File: config.mk
export PLATFORM = sky130hd
export DESIGN_NAME = weight_triggered_pump_controller_core_flat
export DESIGN_NICKNAME = d
export VERILOG_FILES = /design/src/design/wpc_pkg.sv /design/src/design/wpc_if.sv /design/src/design/wpc_cfg_regs.sv /design/src/design/wpc_ctrl.sv /design/src/design/weight_triggered_pump_controller_core.sv /design/src/flat_wrapper.sv
export SDC_FILE = /design/constraint.sdc
export NUM_CORES = 1
export LEC_CHECK = 0
export ABC_CLOCK_PERIOD_IN_PS = 20700
export BUFFER_PORTS_ARGS = -buffer_cell sky130_fd_sc_hd__clkbuf_2
export CAP_MARGIN = 0
export CELL_PAD_IN_SITES_DETAIL_PLACEMENT = 2
export CELL_PAD_IN_SITES_GLOBAL_PLACEMENT = 2
export CORE_ASPECT_RATIO = 1.5
export CORE_MARGIN = 2
export CORE_UTILIZATION = 45
export DETAILED_ROUTE_END_ITERATION = 7
export PLACE_DENSITY = 0.88
export SYNTH_ARGS = -nofsm -noshare
export SYNTH_HDL_FRONTEND = slang
export SYNTH_SLANG_ARGS = --single-unit
File: constraint.sdc
create_clock -name clk_i -period 20.7 [get_ports clk_i]
set_input_delay 1.035 -clock clk_i [delete_from_list [all_inputs] [get_ports clk_i]]
set_output_delay 1.035 -clock clk_i [all_outputs]
set_load 0.02 [all_outputs]
File: src/design/wpc_pkg.sv
// ----------------------------------------------------------------------------
// wpc_pkg: shared types and constants
// Item, result and register-bank types, limits, state, command and register codes, option bits.
// ----------------------------------------------------------------------------
package wpc_pkg;

  localparam int unsigned CfgIdxW = 3;
  localparam int unsigned CfgDataW = 24;

  localparam logic [15:0] MaxManualSec = 16'd1800;
  localparam logic [31:0] MsPerSec = 32'd1000;
  localparam logic [31:0] MsPerMin = 32'd60000;

  localparam logic [3:0] StIdle    = 4'd1;
  localparam logic [3:0] StBelow   = 4'd3;
  localparam logic [3:0] StIrrig   = 4'd4;
  localparam logic [3:0] StCool    = 4'd5;
  localparam logic [3:0] StSensErr = 4'd7;
  localparam logic [3:0] StTank    = 4'd8;
  localparam logic [3:0] StLeak    = 4'd9;
  localparam logic [3:0] StCfgErr  = 4'd10;
  localparam logic [3:0] StManual  = 4'd11;
  localparam logic [3:0] StEstop   = 4'd12;

  localparam logic [2:0] ModeUpdate    = 3'd0;
  localparam logic [2:0] ModeManualOn  = 3'd1;
  localparam logic [2:0] ModeManualOff = 3'd2;
  localparam logic [2:0] ModeEstopSet  = 3'd3;
  localparam logic [2:0] ModeEstopClr  = 3'd4;
  localparam logic [2:0] ModeClearErr  = 3'd5;

  localparam logic [CfgIdxW-1:0] RegTrigger     = 3'd0;
  localparam logic [CfgIdxW-1:0] RegStop        = 3'd1;
  localparam logic [CfgIdxW-1:0] RegMaxRuntime  = 3'd2;
  localparam logic [CfgIdxW-1:0] RegStable      = 3'd3;
  localparam logic [CfgIdxW-1:0] RegMinGap      = 3'd4;
  localparam logic [CfgIdxW-1:0] RegWindowStart = 3'd5;
  localparam logic [CfgIdxW-1:0] RegWindowEnd   = 3'd6;
  localparam logic [CfgIdxW-1:0] RegOptions     = 3'd7;

  localparam int unsigned OptLinkStop   = 0;
  localparam int unsigned OptWindowEn   = 1;
  localparam int unsigned OptAllowNoClk = 2;
  localparam int unsigned OptTankEn     = 3;
  localparam int unsigned OptTankLow    = 4;
  localparam int unsigned OptLeakEn     = 5;
  localparam int unsigned OptLeakLow    = 6;

  typedef struct packed {
    logic [2:0]         mode;
    logic [31:0]        now_ms;
    logic signed [23:0] weight_g;
    logic               sensor_valid;
    logic               sensor_stable;
    logic               link_up;
    logic               tank_level;
    logic               leak_level;
    logic               clock_valid;
    logic [10:0]        minute_of_day;
    logic [15:0]        manual_run_sec;
  } wpc_item_t;

  typedef struct packed {
    logic [3:0] state_code;
    logic       pump_on;
    logic       manual_active;
    logic       estop_active;
  } wpc_result_t;

  typedef struct packed {
    logic signed [23:0] trigger_weight_g;
    logic signed [23:0] stop_weight_g;
    logic [15:0]        max_runtime_sec;
    logic [15:0]        stable_duration_sec;
    logic [10:0]        min_gap_min;
    logic [10:0]        window_start_min;
    logic [10:0]        window_end_min;
    logic [6:0]         option_flags;
  } wpc_cfg_t;

endpackage

File: src/design/wpc_if.sv
// ----------------------------------------------------------------------------
// wpc_if: channel interfaces
// Valid/ready channels for input items, results and register writes.
// ----------------------------------------------------------------------------
interface wpc_item_if;
  import wpc_pkg::*;
  logic      valid;
  logic      ready;
  wpc_item_t data;
  modport source (output valid, output data, input ready);
  modport sink (input valid, input data, output ready);
endinterface

interface wpc_result_if;
  import wpc_pkg::*;
  logic        valid;
  logic        ready;
  wpc_result_t data;
  modport source (output valid, output data, input ready);
  modport sink (input valid, input data, output ready);
endinterface

interface wpc_cfg_if;
  import wpc_pkg::*;
  logic                valid;
  logic                ready;
  logic [CfgIdxW-1:0]  index;
  logic [CfgDataW-1:0] data;
  modport source (output valid, output index, output data, input ready);
  modport sink (input valid, input index, input data, output ready);
endinterface

File: src/design/wpc_cfg_regs.sv
// ----------------------------------------------------------------------------
// wpc_cfg_regs: configuration register bank
// Takes one register write per beat; always ready.
// ----------------------------------------------------------------------------
module wpc_cfg_regs (
  input  logic              clk_i,
  input  logic              rst_ni,
  wpc_cfg_if.sink           cfg_i,
  output wpc_pkg::wpc_cfg_t cfg_o
);
  import wpc_pkg::*;

  wpc_cfg_t cfg_q, cfg_d;

  assign cfg_i.ready = 1'b1;
  assign cfg_o = cfg_q;

  always_comb begin
    cfg_d = cfg_q;
    if (cfg_i.valid) begin
      case (cfg_i.index)
        RegTrigger:     cfg_d.trigger_weight_g = cfg_i.data[23:0];
        RegStop:        cfg_d.stop_weight_g = cfg_i.data[23:0];
        RegMaxRuntime:  cfg_d.max_runtime_sec = cfg_i.data[15:0];
        RegStable:      cfg_d.stable_duration_sec = cfg_i.data[15:0];
        RegMinGap:      cfg_d.min_gap_min = cfg_i.data[10:0];
        RegWindowStart: cfg_d.window_start_min = cfg_i.data[10:0];
        RegWindowEnd:   cfg_d.window_end_min = cfg_i.data[10:0];
        RegOptions:     cfg_d.option_flags = cfg_i.data[6:0];
        default:        cfg_d = cfg_q;
      endcase
    end
  end

  always_ff @(posedge clk_i or negedge rst_ni) begin
    if (!rst_ni) begin
      cfg_q <= '{trigger_weight_g: 24'sd0, stop_weight_g: 24'sd0,
                 max_runtime_sec: 16'd600, stable_duration_sec: 16'd10,
                 min_gap_min: 11'd0, window_start_min: 11'd0,
                 window_end_min: 11'd0, option_flags: 7'd0};
    end else begin
      cfg_q <= cfg_d;
    end
  end

endmodule

File: src/design/wpc_ctrl.sv
// ----------------------------------------------------------------------------
// wpc_ctrl: controller state and step logic
// Applies one command to the controller state per enabled cycle.
// ----------------------------------------------------------------------------
module wpc_ctrl (
  input  logic                 clk_i,
  input  logic                 rst_ni,
  input  logic                 en_i,
  input  wpc_pkg::wpc_item_t   item_i,
  input  wpc_pkg::wpc_cfg_t    cfg_i,
  output wpc_pkg::wpc_result_t result_o
);
  import wpc_pkg::*;

  logic [3:0]  state_q, state_d;
  logic        pump_q, pump_d;
  logic        manual_q, manual_d;
  logic        estop_q, estop_d;
  logic [31:0] start_ms_q, start_ms_d;
  logic [31:0] below_ms_q, below_ms_d;
  logic [31:0] last_ms_q, last_ms_d;
  logic [31:0] mstop_ms_q, mstop_ms_d;

  logic        tank_trip, leak_trip;
  logic        cool_done, window_ok, can_start;
  logic        weight_at_stop, run_expired, stable_done, mdeadline_hit;
  logic [15:0] cap_sec;
  logic [31:0] since_last, since_start, since_below;
  logic [6:0]  opt;
  logic [10:0] minute;

  assign opt    = cfg_i.option_flags;
  assign minute = item_i.minute_of_day;

  assign tank_trip = opt[OptTankEn] & (opt[OptTankLow] ? ~item_i.tank_level : item_i.tank_level);
  assign leak_trip = opt[OptLeakEn] & (opt[OptLeakLow] ? ~item_i.leak_level : item_i.leak_level);

  assign since_last  = item_i.now_ms - last_ms_q;
  assign since_start = item_i.now_ms - start_ms_q;
  assign since_below = item_i.now_ms - below_ms_q;

  assign cool_done = (last_ms_q == '0) ||
                     (since_last >= 32'(cfg_i.min_gap_min) * MsPerMin);
  assign run_expired = since_start >= 32'(cfg_i.max_runtime_sec) * MsPerSec;
  assign stable_done = since_below >= 32'(cfg_i.stable_duration_sec) * MsPerSec;
  assign weight_at_stop = item_i.weight_g >= cfg_i.stop_weight_g;
  assign mdeadline_hit = (mstop_ms_q != '0) && (item_i.now_ms >= mstop_ms_q);

  always_comb begin
    if (!opt[OptWindowEn]) begin
      window_ok = 1'b1;
    end else if (!item_i.clock_valid) begin
      window_ok = opt[OptAllowNoClk];
    end else if (cfg_i.window_start_min == cfg_i.window_end_min) begin
      window_ok = 1'b1;
    end else if (cfg_i.window_start_min < cfg_i.window_end_min) begin
      window_ok = (minute >= cfg_i.window_start_min) && (minute <= cfg_i.window_end_min);
    end else begin
      window_ok = (minute >= cfg_i.window_start_min) || (minute <= cfg_i.window_end_min);
    end
  end

  assign can_start = item_i.sensor_valid && item_i.sensor_stable && !pump_q &&
                     cool_done && window_ok && (item_i.weight_g <= cfg_i.trigger_weight_g);

  assign cap_sec = ((item_i.manual_run_sec == '0) || (item_i.manual_run_sec > MaxManualSec)) ?
                   MaxManualSec : item_i.manual_run_sec;

  always_comb begin
    state_d    = state_q;
    pump_d     = pump_q;
    manual_d   = manual_q;
    estop_d    = estop_q;
    start_ms_d = start_ms_q;
    below_ms_d = below_ms_q;
    last_ms_d  = last_ms_q;
    mstop_ms_d = mstop_ms_q;
    case (item_i.mode)
      ModeUpdate: begin
        if (estop_q) begin
          pump_d  = 1'b0;
          state_d = StEstop;
        end else if (tank_trip) begin
          pump_d  = 1'b0;
          state_d = StTank;
        end else if (leak_trip) begin
          pump_d  = 1'b0;
          state_d = StLeak;
        end else begin
          if (state_q == StTank || state_q == StLeak) begin
            state_d = StIdle;
          end
          if (opt[OptLinkStop] && !item_i.link_up && pump_q) begin
            pump_d    = 1'b0;
            last_ms_d = item_i.now_ms;
            state_d   = StCool;
          end else if (!item_i.sensor_valid) begin
            pump_d  = 1'b0;
            state_d = StSensErr;
          end else if (manual_q) begin
            if (mdeadline_hit) begin
              pump_d     = 1'b0;
              manual_d   = 1'b0;
              mstop_ms_d = '0;
              last_ms_d  = item_i.now_ms;
              state_d    = StCool;
            end
          end else if (pump_q && (weight_at_stop || run_expired)) begin
            pump_d    = 1'b0;
            last_ms_d = item_i.now_ms;
            state_d   = StCool;
          end else begin
            case (state_d)
              StIdle, StCool: begin
                if (state_d == StIdle || cool_done) begin
                  state_d = StIdle;
                  if (can_start) begin
                    below_ms_d = item_i.now_ms;
                    state_d    = StBelow;
                  end
                end
              end
              StBelow: begin
                if (!can_start) begin
                  state_d = StIdle;
                end else if (stable_done) begin
                  pump_d     = 1'b1;
                  start_ms_d = item_i.now_ms;
                  state_d    = StIrrig;
                end
              end
              StSensErr: begin
                if (item_i.sensor_valid && item_i.sensor_stable) begin
                  state_d = StIdle;
                end
              end
              default: state_d = state_d;
            endcase
          end
        end
      end
      ModeManualOn: begin
        if (estop_q) begin
          state_d = state_q;
        end else if (tank_trip) begin
          pump_d  = 1'b0;
          state_d = StTank;
        end else if (leak_trip) begin
          pump_d  = 1'b0;
          state_d = StLeak;
        end else begin
          manual_d   = 1'b1;
          state_d    = StManual;
          mstop_ms_d = item_i.now_ms + 32'(cap_sec) * MsPerSec;
          pump_d     = 1'b1;
          start_ms_d = item_i.now_ms;
        end
      end
      ModeManualOff: begin
        pump_d     = 1'b0;
        manual_d   = 1'b0;
        mstop_ms_d = '0;
        last_ms_d  = item_i.now_ms;
        state_d    = StCool;
      end
      ModeEstopSet: begin
        estop_d  = 1'b1;
        pump_d   = 1'b0;
        manual_d = 1'b0;
        state_d  = StEstop;
      end
      ModeEstopClr: begin
        estop_d = 1'b0;
        state_d = StIdle;
      end
      ModeClearErr: begin
        if (state_q inside {StSensErr, StTank, StLeak, StCfgErr}) begin
          state_d = StIdle;
        end
      end
      default: state_d = state_q;
    endcase
  end

  always_ff @(posedge clk_i or negedge rst_ni) begin
    if (!rst_ni) begin
      state_q    <= StIdle;
      pump_q     <= 1'b0;
      manual_q   <= 1'b0;
      estop_q    <= 1'b0;
      start_ms_q <= '0;
      below_ms_q <= '0;
      last_ms_q  <= '0;
      mstop_ms_q <= '0;
    end else if (en_i) begin
      state_q    <= state_d;
      pump_q     <= pump_d;
      manual_q   <= manual_d;
      estop_q    <= estop_d;
      start_ms_q <= start_ms_d;
      below_ms_q <= below_ms_d;
      last_ms_q  <= last_ms_d;
      mstop_ms_q <= mstop_ms_d;
    end
  end

  assign result_o = '{state_code: state_q, pump_on: pump_q,
                      manual_active: manual_q, estop_active: estop_q};

  a_estop_pump_off: assert property (@(posedge clk_i) disable iff (!rst_ni)
    estop_q |-> !pump_q && !manual_q)
    else $error("pump or manual run active while estop latched");

  a_estop_set: assert property (@(posedge clk_i) disable iff (!rst_ni)
    en_i && item_i.mode == ModeEstopSet |=> estop_q && state_q == StEstop)
    else $error("estop set command did not latch estop");

  a_hold_idle: assert property (@(posedge clk_i) disable iff (!rst_ni)
    !en_i |=> $stable(state_q) && $stable(pump_q) && $stable(last_ms_q))
    else $error("controller state moved without a beat");

endmodule

File: src/design/weight_triggered_pump_controller_core.sv
// ----------------------------------------------------------------------------
// weight_triggered_pump_controller_core: weight-triggered pump controller
// Input stage, controller state and result handshake.
// ----------------------------------------------------------------------------
// Usage:
//   item_i carries one command beat (mode plus a snapshot of time, weight,
//   sensor, link, tank, leak and clock inputs). result_o returns one beat per
//   item with the state code, pump drive, manual and estop flags after the
//   command. cfg_i writes one configuration register per beat and is always
//   ready; write it only while no item is in flight.
//   An accepted item is held in the input register, then applied by the
//   controller state update, whose registers also drive the result; result
//   valid rises with that update, and an output stall keeps the item waiting
//   in the input register. Throughput is one item per cycle while the receiver
//   is ready, set by the step logic on the controller state.
//   When the receiver stalls, the result and controller state hold; one more
//   item is taken into the input register, then item_i.ready drops.
//   Reset clears both pipeline stages, loads the register defaults and puts
//   the controller in idle with the pump off.
// ----------------------------------------------------------------------------
module weight_triggered_pump_controller_core (
  input  logic        clk_i,
  input  logic        rst_ni,
  wpc_cfg_if.sink     cfg_i,
  wpc_item_if.sink    item_i,
  wpc_result_if.source result_o
);
  import wpc_pkg::*;

  wpc_cfg_t  cfg;
  wpc_item_t item_q;
  logic      in_valid_q;
  logic      out_valid_q;
  logic      out_free;
  logic      advance;

  assign out_free     = !out_valid_q || result_o.ready;
  assign advance      = in_valid_q && out_free;
  assign item_i.ready = !in_valid_q || out_free;
  assign result_o.valid = out_valid_q;

  wpc_cfg_regs u_cfg (
    .clk_i  (clk_i),
    .rst_ni (rst_ni),
    .cfg_i  (cfg_i),
    .cfg_o  (cfg)
  );

  wpc_ctrl u_ctrl (
    .clk_i    (clk_i),
    .rst_ni   (rst_ni),
    .en_i     (advance),
    .item_i   (item_q),
    .cfg_i    (cfg),
    .result_o (result_o.data)
  );

  always_ff @(posedge clk_i or negedge rst_ni) begin
    if (!rst_ni) begin
      in_valid_q  <= 1'b0;
      out_valid_q <= 1'b0;
    end else begin
      if (item_i.valid && item_i.ready) begin
        in_valid_q <= 1'b1;
      end else if (advance) begin
        in_valid_q <= 1'b0;
      end
      if (advance) begin
        out_valid_q <= 1'b1;
      end else if (result_o.ready) begin
        out_valid_q <= 1'b0;
      end
    end
  end

  always_ff @(posedge clk_i) begin
    if (item_i.valid && item_i.ready) begin
      item_q <= item_i.data;
    end
  end

  a_out_from_item: assert property (@(posedge clk_i) disable iff (!rst_ni)
    $rose(out_valid_q) |-> $past(in_valid_q))
    else $error("result beat without a staged item");

  a_stall_holds_item: assert property (@(posedge clk_i) disable iff (!rst_ni)
    in_valid_q && !out_free |=> in_valid_q && $stable(item_q))
    else $error("staged item lost during output stall");

endmodule

File: src/flat_wrapper.sv
// flat-port wrapper written by rule: the top's interface ports become plain ports
module weight_triggered_pump_controller_core_flat import wpc_pkg::*;
  (clk_i, rst_ni, cfg_i_valid, cfg_i_index, cfg_i_data, cfg_i_ready, item_i_valid, item_i_data, item_i_ready, result_o_valid, result_o_data, result_o_ready);
  wpc_cfg_if cfg_i_i ();
  wpc_item_if item_i_i ();
  wpc_result_if result_o_i ();
  input  logic clk_i;
  input  logic rst_ni;
  input wire logic [$bits(cfg_i_i.valid)-1:0] cfg_i_valid;
  input wire logic [$bits(cfg_i_i.index)-1:0] cfg_i_index;
  input wire logic [$bits(cfg_i_i.data)-1:0] cfg_i_data;
  output wire logic [$bits(cfg_i_i.ready)-1:0] cfg_i_ready;
  input wire logic [$bits(item_i_i.valid)-1:0] item_i_valid;
  input wire logic [$bits(item_i_i.data)-1:0] item_i_data;
  output wire logic [$bits(item_i_i.ready)-1:0] item_i_ready;
  output wire logic [$bits(result_o_i.valid)-1:0] result_o_valid;
  output wire logic [$bits(result_o_i.data)-1:0] result_o_data;
  input wire logic [$bits(result_o_i.ready)-1:0] result_o_ready;
  assign cfg_i_i.valid = cfg_i_valid;
  assign cfg_i_i.index = cfg_i_index;
  assign cfg_i_i.data = cfg_i_data;
  assign cfg_i_ready = cfg_i_i.ready;
  assign item_i_i.valid = item_i_valid;
  assign item_i_i.data = item_i_data;
  assign item_i_ready = item_i_i.ready;
  assign result_o_valid = result_o_i.valid;
  assign result_o_data = result_o_i.data;
  assign result_o_i.ready = result_o_ready;
  weight_triggered_pump_controller_core u_core (.clk_i(clk_i), .rst_ni(rst_ni), .cfg_i(cfg_i_i), .item_i(item_i_i), .result_o(result_o_i));
endmodule
Word-level counts from Yosys, hierarchy flattened
Cells that the tools add are included.
{"block": "word_totals", "n_memories": 0, "output_inout_bits": 10, "latchBits": 0, "mem_bits_rw": 0, "reg_bits": 349, "inputBits": 124, "mem_bits_ro": 0}
{"block": "classes", "reduce_logical": 56, "n_div": 0, "n_eq_ne": 44, "n_mux": 96, "shift": 0, "bitwise": 10, "magnitude_cmp": 10, "n_mul": 4, "n_addsub": 4}
{"operator": "$mux 32", "count": 31}
{"operator": "$pmux 32 s2", "count": 2}
{"operator": "$pmux 32 s3", "count": 1}
{"operator": "$sub 32x32->32", "count": 3}
{"operator": "$mux 4", "count": 19}
{"operator": "$mul 16x7->23 const B", "count": 3}
{"operator": "$ge 32x26->1", "count": 2}
{"operator": "$mux 1", "count": 34}
{"operator": "$add 32x26->32", "count": 1}
{"operator": "$ge 32x27->1", "count": 1}
{"operator": "$ge 32x32->1", "count": 1}
{"operator": "$logic_not 32->1", "count": 1}
{"operator": "$reduce_bool 32->1", "count": 1}
{"operator": "$ne 2x2->1 const B", "count": 14}
{"operator": "$ne 9x9->1 const B", "count": 3}
{"operator": "$ge 24x24->1", "count": 1}
{"operator": "$le 24x24->1", "count": 1}
{"operator": "$pmux 4 s6", "count": 1}
{"operator": "$reduce_and 12->1", "count": 2}
{"operator": "$mul 11x11->22 const B", "count": 1}
{"operator": "$eq 3x3->1 const B", "count": 6}
{"operator": "$reduce_and 2->1", "count": 9}
{"operator": "$gt 16x11->1 const B", "count": 1}
{"operator": "$logic_not 16->1", "count": 1}
{"operator": "other kinds (35)", "count": 84}

Logic depth before layout (Yosys ltp)
Gate-level depths: netlist of run 1.
{"block": "logic_depth", "word_depth": 19, "mapped_depth": 34}

Cells and area by module
A second synthesis of run 1 with hierarchy kept.
{"block": "hier_totals", "cells_unflattened": 3380, "hier_area_um2": 34007.6}
{"module": "wpc_ctrl", "cells_each": 3015, "seq_area_each_um2": 3379.5, "n_inst": 1, "area_per_inst_um2": 26550.5}
{"module": "wpc_cfg_regs", "cells_each": 265, "seq_area_each_um2": 3010.4, "n_inst": 1, "area_per_inst_um2": 4590.7}
{"module": "weight_triggered_pump_controller_core", "cells_each": 100, "seq_area_each_um2": 2812.7, "n_inst": 1, "area_per_inst_um2": 2866.5}

Worst setup path before layout of run 1
OpenSTA, ideal clock, no wires.
{"block": "synth_timing", "kind": "register to register", "startpoint": "register u_core.item_q[13] (netlist name)", "endpoint": "register u_core.u_ctrl.mstop_ms_q[31]", "stages_incl_launch_ff": 30, "arrival_ns": 7.387, "setup_ns": 0.134, "slack_ns": 13.179, "cell_sequence": "edfxtp_1 > or4_1 > a2111oi_0 > clkbuf_1 > nand2_1 > inv_1 > fa_1 > inv_1 > fa_1 > fa_1 > inv_1 > fa_1 > ha_1 > o21ai_0 > a21boi_0 > o21ai_0 > a21oi_1 > o21a_1 > o31a_1 > nor4_1 > nor4_1 > a2111oi_0 > xnor2_1 > ha_1 > o21ai_0 > a21boi_0 > o41a_1 > nand4_1 > xor2_1 > o21ai_0"}
{"block": "synth_between", "elab_chain_len": 9, "elab_cells_between_ends": 10, "classes_between": "add/sub: 1; mul: 1; order compare: 1; mux: 5; reduce/logical: 2"}
{"element": "start, declared", "line_no": "weight_triggered_pump_controller_core.sv:31", "source": "wpc_item_t item_q;"}
{"element": "start signal, assigned", "line_no": "weight_triggered_pump_controller_core.sv:78", "source": "item_q <= item_i.data;"}
{"element": "$gt 16x11->1 / $logic_not 16->1 (equally long branches)", "line_no": "wpc_ctrl.sv:66", "source": "assign cap_sec = ((item_i.manual_run_sec == '0) || (item_i.manual_run_sec > MaxManualSec)) ?"}
{"element": "$logic_or 1x1->1", "line_no": "wpc_ctrl.sv:66"}
{"element": "$mux 16 (*)", "line_no": "wpc_ctrl.sv:66"}
{"element": "$mul 16x7->23 (*)", "line_no": "wpc_ctrl.sv:154", "source": "mstop_ms_d = item_i.now_ms + 32'(cap_sec) * MsPerSec;"}
{"element": "$add 32x26->32 (*)", "line_no": "wpc_ctrl.sv:154"}
{"element": "$mux 32 (*)", "line_no": "wpc_ctrl.sv:148", "source": "end else if (leak_trip) begin"}
{"element": "$mux 32 (*)", "line_no": "wpc_ctrl.sv:145", "source": "end else if (tank_trip) begin"}
{"element": "$mux 32 (*)", "line_no": "wpc_ctrl.sv:143", "source": "if (estop_q) begin"}
{"element": "$pmux 32 s3 (*)", "line_no": "wpc_ctrl.sv:78", "source": "case (item_i.mode)"}
{"element": "end signal, assigned", "line_no": "wpc_ctrl.sv:203", "source": "mstop_ms_q <= mstop_ms_d;"}
{"element": "end, declared", "line_no": "wpc_ctrl.sv:22", "source": "logic [31:0] mstop_ms_q, mstop_ms_d;"}
Mark *: on every way between the ends. The rest lies on a longest branch, timed or not. The select of a mux whose other input is x is not followed.
A chain may end at the register's enable or synchronous reset.

Worst setup path in the final report of run 1
{"block": "layout_timing", "startpoint": "register u_core.u_cfg.cfg_q (netlist bit u_core.u_cfg.cfg_o[58])", "endpoint": "register u_core.u_ctrl.start_ms_q[10]"}
{"block": "layout_between", "elab_chain_len": 6}
{"element": "start, declared", "line_no": "wpc_cfg_regs.sv:13", "source": "wpc_cfg_t cfg_q, cfg_d;"}
{"element": "start signal, assigned", "line_no": "wpc_cfg_regs.sv:37", "source": "cfg_q <= '{trigger_weight_g: 24'sd0, stop_weight_g: 24'sd0,"}
{"element": "start signal, assigned", "line_no": "wpc_cfg_regs.sv:42", "source": "cfg_q <= cfg_d;"}
{"element": "$mul 16x7->23", "line_no": "wpc_ctrl.sv:44", "source": "assign run_expired = since_start >= 32'(cfg_i.max_runtime_sec) * MsPerSec;"}
{"element": "$ge 32x26->1", "line_no": "wpc_ctrl.sv:44"}
{"element": "$logic_or 1x1->1", "line_no": "wpc_ctrl.sv:108", "source": "end else if (pump_q && (weight_at_stop || run_expired)) begin"}
{"element": "$logic_and 1x1->1", "line_no": "wpc_ctrl.sv:108"}
{"element": "$ne 2x2->1 (no source line)"}
{"element": "$reduce_and 15->1 (no source line)"}
{"element": "end signal, assigned", "line_no": "wpc_ctrl.sv:200", "source": "start_ms_q <= start_ms_d;"}
{"element": "end, declared", "line_no": "wpc_ctrl.sv:19", "source": "logic [31:0] start_ms_q, start_ms_d;"}
Every way passes these cells.

==> flow_summary.json, run 1 <==
{
  "critPathMaxFanout": 32,
  "io_pins": 134,
  "ys_types": 88,
  "initialDrtViolationCount": 1906,
  "fin_skew_ns": 0.03227,
  "vias": 29790,
  "synth_ff_type": "dfrtp_1",
  "cts_buffer_depth": 3,
  "cp-start-kind": "flip-flop",
  "first_global_vias": 35170,
  "yosysTopAreaCell": "ha_1",
  "path_class": "reg -> reg",
  "h-tree-depth": 2,
  "drive_gt1_share_pct": 9.923,
  "worstMarginPinSlew_ns": 1.185,
  "syn_area_um2": 33470,
  "start_util_pct": 45.39,
  "gp_congestion": 0.8657,
  "final_hold_viol_count": 0,
  "dieHeight_um": 338.0,
  "postSynthAreaPerCell_um2": 9.760,
  "synth_enable_flop_cells": 92,
  "final_max_slew_viol_count": 0,
  "rsz0062_at_grt": "no",
  "nets": 4452,
  "holdBufCountCts": 0,
  "arrival_ns": 10.61,
  "tns_ns": 0,
  "yosys_register_bits": 349,
  "track_usage_pct": 39.14,
  "drc": 0,
  "maxCapViolCount": 0,
  "critPathRequiredTime_ns": 21.17,
  "grt-ovfl-total": 0,
  "rr_worst_depth": 28,
  "root_buffer": "clkbuf_16",
  "final_min_period_over_clock_period_pct": 48.99,
  "die_area_um2": 76620,
  "yosysTopAreaCellShare_pct": 19.48,
  "ys_warn_count": 0,
  "seq_area_frac_synth_pct": 27.50,
  "crit_start": "u_core.u_cfg.cfg_o[58]",
  "clk_pin_slew_worst_paths_ns": 0.07,
  "fin_util_pct": 50.09,
  "coreArea_um2": 73730,
  "critPathCaptureType": "flip-flop",
  "syn_inst": 3429,
  "grt_first_pass_wirelength_um": 222100,
  "die_x_um": 226.7,
  "cts_tree": "done",
  "area_delta_synth_final_pct": 10.34,
  "numCtsBuffers": 40,
  "clock_latency_ns": 0.62,
  "final_common_cell": "ha_1",
  "final_cell_mix": "ha_1 (521), inv_1 (467), dfrtp_1 (250), nand2_1 (246), o21ai_0 (237)",
  "ant_nets": 0,
  "period_minus_slack_ns": 10.14,
  "io_buffers": 132,
  "r2r_start": "u_core.u_cfg.cfg_o[58]",
  "dp_hpwl_um": 98750,
  "wl_um": 148200,
  "status": "completed",
  "postCtsSetupRepairBufs": 0,
  "cpPeakStageDelay_ns": 0.90,
  "hp-class": "in -> async",
  "fmax_mhz": 98.62,
  "rows": 122,
  "vias_per_cell": 6.426,
  "grt_max_degree": 76,
  "cts-resized-gates": 0,
  "setup_viol": 0,
  "post_drt_wl_per_cell_um": 31.97,
  "synthArstFlopShare_pct": 73.64,
  "first_pass_iters": 5,
  "cpMaxStageDelayCell": "a2111oi_0",
  "cts_sinks": 349,
  "synth_area_leaders": "ha_1 (19%), dfrtp_1 (19%), fa_1 (12%), edfxtp_1 (8.3%), inv_1 (5.2%)",
  "antenna_found_initial": 8,
  "slew_headroom_pct": 20.02
}
Yosys cell counts (29+ instances only):
master,number
clkbuf_1,49
nand2_1,246
mux2_1,41
inv_1,467
nor3_1,61
nand2b_1,47
dfrtp_1,250
xnor2_1,100
o31ai_1,33
a21o_1,95
ha_1,521
nor2_1,129
mux2_2,85
a21oi_1,174
edfxtp_1,92
a211oi_1,32
nor4_1,29
nand3_1,35
o21a_1,50
xor2_1,66
fa_1,201
nand4_1,50
o21ai_0,237
nor2b_1,39
layer usage:
metal / track usage [%] / routed length (um) / up-vias
li1: - / - / 12350
met1: 38.77 / 50060 / 15240
met2: 68.84 / 75180 / 1382
met3: 8.217 / 8153 / 812
met4: 34.63 / 14760 / 6
met5: 0 / 40 / -
registers in the layout (all words and copies together) (netlist names), 4 cells and up:
register	cells
u_core.item_q	92
u_core.u_cfg.cfg_o	120
u_core.u_ctrl.below_ms_q	32
u_core.u_ctrl.last_ms_q	32
u_core.u_ctrl.mstop_ms_q	32
u_core.u_ctrl.start_ms_q	32
u_core.u_ctrl.state_q	4
path summary, 6_finish.rpt:
check,endpoint,slack (ns)
worst max register to register,u_core.u_ctrl.start_ms_q[10],10.56
worst max-delay path,u_core.u_ctrl.start_ms_q[10],10.56
max in group asynchronous,u_core.u_cfg.cfg_o[118],17.88
min in group clk_i,u_core.u_ctrl.start_ms_q[19],0.49
worst min-delay path,u_core.u_ctrl.last_ms_q[17],0.40
worst min register to register,u_core.u_ctrl.start_ms_q[19],0.49
critical path, delay by kind of cell, from the launching register on:
kind	cells	cell delay, ns
buffers and inverters	2	0.17
adder cells (fa/ha/maj)	6	2.76
AND/OR/NAND/NOR	4	1.22
AO/OA/AOI/OAI	14	4.63
multiplexers	1	0.43
flip-flops	1	0.57
XOR/XNOR	1	0.20
area by class of cell:
type / count / area, um^2
Tap cell: 992 / 1241
Timing Repair Buffer: 167 / 933.4
Clock buffer: 57 / 1166
Fill cell: 7693 / 36800
Clock inverter: 17 / 234.0
Multi-Input combinational cell: 2581 / 22390
Sequential cell: 349 / 9203
Inverter: 467 / 1753
Antenna cell: 5 / 12.51
logic make-up (layout without fill, tap and decap cells):
| group | Yosys count | after routing | share of synthesized area, % |
|---|---|---|---|
| other | 2 | 38 | 0.02244 |
| AO/OA/AOI/OAI | 787 | 787 | 15.17 |
| flip-flops | 349 | 349 | 27.50 |
| multiplexers | 132 | 132 | 4.419 |
| XOR/XNOR | 166 | 166 | 4.344 |
| buffers and inverters | 530 | 708 | 6.097 |
| adder cells (fa/ha/maj) | 723 | 723 | 31.53 |
| AND/OR/NAND/NOR | 740 | 740 | 10.92 |
through the flow:
stage	hold slack [ns]	area [um^2]	setup slack (ns)	instances
6_report	0.4025	36930	10.56	4635
5_1_grt	0.4312	36920	9.960	4630
4_1_cts	0.4014	36920	10.85	4630
3_5_place_dp	0.4795	35520	11.39	4556
3_3_place_gp	0.4668	35520	12.06	4556
2_1_floorplan	0.4581	33580	13.18	3460
Power of run 1 is not shown: default switching activity piles up to over one toggle a cycle in this logic, so the estimate is an artifact.
==> run 2: changes to the inputs <==
- ABC_CLOCK_PERIOD_IN_PS: 20700 -> 10300
- CORE_UTILIZATION: 45 -> 42
- PLACE_DENSITY: 0.88 -> 0.83
- clock period: 20.7 -> 10.3 ns (I/O delays scaled with it)
==> run 2 against run 1 <==
  * Via count shrank 8.9%
  * Count of clock-buffer cells in the layout shrank 9
  * Sequential cell count is the same
  * Sequential share of layout area is essentially flat
  * Die area grew 7.0%
  * Non-clock buffer count grew 1
  * Clock skew shrank 0.0042 ns
  * Fmax grew 7.9%
  * Critical path depth grew 1
  * Hold slack lost 0.32 ns
  * First-iteration DRC count shrank 48%
  * Design area grew 0.16%
==> flow_summary.json, run 2 (same netlist as run 1, synthesis figures left out) <==
{
  "status": "completed",
  "first_pass_iters": 5,
  "dieHeight_um": 349.7,
  "holdBufCountCts": 1,
  "dp_hpwl_um": 91040,
  "cts_buffer_depth": 3,
  "first_global_vias": 31920,
  "fin_skew_ns": 0.02803,
  "gp_congestion": 0.8341,
  "io_buffers": 132,
  "clk_pin_slew_worst_paths_ns": 0.07,
  "initialDrtViolationCount": 993,
  "antenna_found_initial": 5,
  "cts-resized-gates": 0,
  "setup_viol": 0,
  "final_common_cell": "ha_1",
  "path_class": "reg -> reg",
  "arrival_ns": 9.92,
  "rsz0062_at_grt": "no",
  "worstMarginPinSlew_ns": 1.142,
  "largest_register_ffs": 120,
  "critPathCaptureType": "flip-flop",
  "drt-met1-wl_um": 43020,
  "track_usage_pct": 29.34,
  "wl_met2_um": 63960,
  "fmax_mhz": 106.5,
  "ant_nets": 0,
  "pre_cts_slack_ns": 1.177,
  "fin_ws_ns": 0.9059,
  "vias": 27140,
  "die_x_um": 234.5,
  "dp_cells": 4588,
  "grt_max_degree": 138,
  "cpPeakStageDelay_ns": 0.92,
  "clock_latency_ns": 0.61,
  "io_pins": 134,
  "cpMaxStageDelayCell": "a2111oi_2",
  "cp-start-kind": "flip-flop",
  "area_delta_synth_final_pct": 10.52,
  "cts_sinks": 349,
  "root_buffer": "clkbuf_16",
  "wl_um": 117700,
  "tns_ns": 0,
  "nets": 4453,
  "final_min_period_over_clock_period_pct": 91.20,
  "cts_tree": "done",
  "h-tree-depth": 2,
  "grt_first_pass_wirelength_um": 183800,
  "post_drt_wl_per_cell_um": 25.22,
  "final_max_slew_viol_count": 0,
  "vias_per_cell": 5.816,
  "cp_num_buf_inv": 3,
  "instances_no_fill": 4666,
  "met3_length_um": 3089,
  "numCtsBuffers": 40,
  "die_area_um2": 82010,
  "start_util_pct": 42.46,
  "period_minus_slack_ns": 9.394,
  "final_hold_viol_count": 0,
  "grt-ovfl-total": 0,
  "critPathMaxFanout": 11,
  "slew_headroom_pct": 23.49,
  "final_cell_mix": "ha_1 (521), inv_1 (467), dfrtp_1 (250), nand2_1 (246), o21ai_0 (237)",
  "hp-class": "in -> reg",
  "rows": 126,
  "drc": 0,
  "drive_gt1_share_pct": 9.975,
  "top_layer": "met4",
  "maxCapViolCount": 0,
  "critical-path-top-delay-family": "compound AO/OA/AOI/OAI gates",
  "critPathRequiredTime_ns": 10.82,
  "coreArea_um2": 78830,
  "postCtsSetupRepairBufs": 0
}
[run 2: changes by cell type in the layout (fill, tap and decap cells not counted), sizes merged]
cell	before	now
clkbuf	188	179
clkinv	4	12
clkinvlp	2	5
diode	5	3
dlygate4sd3	0	1
inv	473	471
[run 2: layout make-up]
type	instances	area, um^2
diodes	3	7.507
inverters	467	1753
clock buffers	48	1116
multi-input cells	2581	22390
repair buffers	168	955.9
well taps	1024	1281
flip-flops and latches	349	9203
fillers	8429	41840
clock inverters	26	279.0
[run 2: layer usage]
metal,vias to the layer above,track usage [%]
li1,12360,-
met1,13960,30.93
met3,308,3.219
met5,-,0
met4,0,17.11
met2,515,55.38
[run 2: path summary, 6_finish.rpt]
| path | start | to | slack, ns | cells after the start |
|---|---|---|---|---|
| setup / recovery | u_core.item_q[4] | u_core.u_ctrl.mstop_ms_q[31] | 0.91 | 29 |
| hold / removal | item_i_data[14] | u_core.item_q[14] | 0.08 | 1 |
| setup reg to reg | u_core.item_q[4] | u_core.u_ctrl.mstop_ms_q[31] | 0.91 | 29 |
| hold reg to reg | u_core.u_ctrl.start_ms_q[15] | u_core.u_ctrl.start_ms_q[15] | 0.49 | 1 |
| max in group asynchronous | rst_ni | u_core.u_cfg.cfg_o[88] | 8.54 | 3 |
| min in group asynchronous | rst_ni | u_core.u_ctrl.mstop_ms_q[10] | 0.45 | 2 |
[run 2: metrics by stage]
step                      hold slack [ns]  util [%]  cell area [um^2]
after floorplan                    0.2194         -             33580
after global placement             0.4682     45.13             35580
after detailed placement           0.4761     45.13             35580
after CTS                         0.03575     46.92             36980
after global routing              0.06517     46.92             36980
final                             0.08233     46.93             36990
Power of run 2 is left out for the same reason.
==> run 3: changes to the inputs <==
- REMOVE_ABC_BUFFERS: not set -> 1
==> run 3 against run 2 <==
  * The flow now finishes with violations (negative hold slack)
  * First-iteration DRC count is 9.7% higher
  * Critical path depth stayed put
  * Sequential cell count stayed put
  * Routed wire length is 0.90% lower
  * Setup slack better by 0.39 ns
  * Critical path type unchanged
  * Die area stayed put
==> flow_summary.json, run 3 (same netlist as run 1, synthesis figures left out) <==
{
  "place_area_um2": 35550,
  "track_usage_pct": 28.94,
  "worstMarginPinSlew_ns": 1.082,
  "final_min_period_over_clock_period_pct": 87.43,
  "nets": 4450,
  "cts_sinks": 349,
  "h-tree-depth": 2,
  "postCtsSetupRepairBufs": 0,
  "coreArea_um2": 78830,
  "cpMaxStageDelayCell": "a2111oi_2",
  "rows": 126,
  "area_delta_synth_final_pct": 10.51,
  "cp-start-kind": "flip-flop",
  "cts_buffer_depth": 3,
  "first_pass_iters": 7,
  "wl_um": 116600,
  "critical-path-top-delay-family": "compound AO/OA/AOI/OAI gates",
  "cts_tree": "done",
  "drc": 0,
  "fmax_mhz": 111.1,
  "drive_gt1_share_pct": 9.873,
  "violations": "negative hold slack",
  "initialDrtViolationCount": 1089,
  "largest_register_ffs": 120,
  "setup_viol": 0,
  "status": "finished, violations left",
  "critPathMaxFanout": 11,
  "critPathRequiredTime_ns": 10.79,
  "path_class": "reg -> reg",
  "clk_pin_slew_worst_paths_ns": 0.06,
  "n_fill_cell": 8438,
  "final_cell_mix": "ha_1 (521), inv_1 (467), dfrtp_1 (250), nand2_1 (246), o21ai_0 (237)",
  "final_common_cell": "ha_1",
  "design_area_um2": 36980,
  "vias_per_cell": 5.806,
  "cts-resized-gates": 0,
  "slew_headroom_pct": 27.47,
  "final_max_slew_viol_count": 0,
  "post_drt_wl_per_cell_um": 25.02,
  "die_x_um": 234.5,
  "io_buffers": 132,
  "ant_nets": 0,
  "critPathCaptureType": "flip-flop",
  "die_area_um2": 82010,
  "holdBufCountCts": 0,
  "grt-ovfl-total": 0,
  "maxCapViolCount": 0,
  "tns_ns": 0,
  "period_minus_slack_ns": 9.005,
  "hp-class": "in -> async",
  "first_global_vias": 31780,
  "dp_hpwl_um": 89790,
  "clock_latency_ns": 0.62,
  "rsz0062_at_grt": "no",
  "grt_first_pass_wirelength_um": 182100,
  "arrival_ns": 9.50,
  "gp_congestion": 0.8347,
  "finalHoldWorstSlack_ns": -0.02574,
  "multi_input_area_um2": 22390,
  "root_buffer": "clkbuf_16",
  "final_hold_viol_count": 4,
  "start_util_pct": 42.46,
  "numCtsBuffers": 41,
  "vias": 27060,
  "dieHeight_um": 349.7,
  "cpPeakStageDelay_ns": 0.96,
  "grt_max_degree": 152,
  "antenna_found_initial": 6,
  "fin_skew_ns": 0.03677,
  "area.sequential_um2": 9203,
  "io_pins": 134,
  "cp_num_buf_inv": 3
}
[run 3: cell count changes in the layout (fill, tap and decap cells not counted)]
cell,previous run,this run
clkbuf_16,44,41
diode_2,3,1
clkinvlp_4,5,3
clkbuf_8,0,3
bufinv_16,5,7
buf_4,34,31
inv_6,4,6
clkbuf_1,4,6
dlygate4sd3_1,1,0
clkinv_2,9,3
clkinv_4,0,3
[run 3: layout make-up]
cell class	count	share of cell area, %
Inverter	467	4.740
Sequential cell	349	24.88
Clock buffer	50	2.947
Multi-Input combinational cell	2581	60.55
Clock inverter	25	0.9134
Tap cell	1024	3.464
Antenna cell	1	0.006766
Timing Repair Buffer	164	2.497
[run 3: worst reg2reg max path, delay by kind of cell (launching register included)]
family                   cells  cell delay [ns]
XOR/XNOR                     2             0.35
buffers and inverters        3             0.37
AND/OR/NAND/NOR              5             1.32
flip-flops                   1             0.39
adder cells (fa/ha/maj)      6             2.58
AO/OA/AOI/OAI               13             3.89
[run 3: worst paths after layout]
kind	from	to	slack, ns	depth (start not counted)
setup / recovery	u_core.item_q[5]	u_core.u_ctrl.mstop_ms_q[31]	1.30	29
hold / removal	rst_ni	u_core.u_ctrl.mstop_ms_q[19]	-0.03	1
setup reg to reg	u_core.item_q[5]	u_core.u_ctrl.mstop_ms_q[31]	1.30	29
hold reg to reg	u_core.u_ctrl.start_ms_q[3]	u_core.u_ctrl.start_ms_q[3]	0.49	1
max in group asynchronous	rst_ni	u_core.u_cfg.cfg_o[112]	8.83	2
min in group clk_i	item_i_data[20]	u_core.item_q[20]	0.07	1
[run 3: per-layer routing]
layer | track usage, % | vias up | wire length [um] | share of wire [%]
met5 | 0 | - | 0 | 0
li1 | - | 12350 | - | -
met4 | 15.24 | 0 | 6920 | 5.9
met2 | 54.60 | 489 | 63150 | 54
met1 | 31.16 | 13930 | 43120 | 37
met3 | 3.251 | 294 | 3411 | 2.9
[run 3: stage by stage]
step                      hold slack, ns  std cells  utilization [%]  worst slack [ns]
after CTS                        0.02542       4660            46.92             1.183
after floorplan                   0.2194       3397                -             1.887
after global placement            0.4671       4585            45.10             1.523
after detailed placement          0.4764       4585            45.10             1.252
final                           -0.02574       4661            46.92             1.295
after global routing             0.05584       4660            46.92            0.4300
Power of run 3 is left out for the same reason.
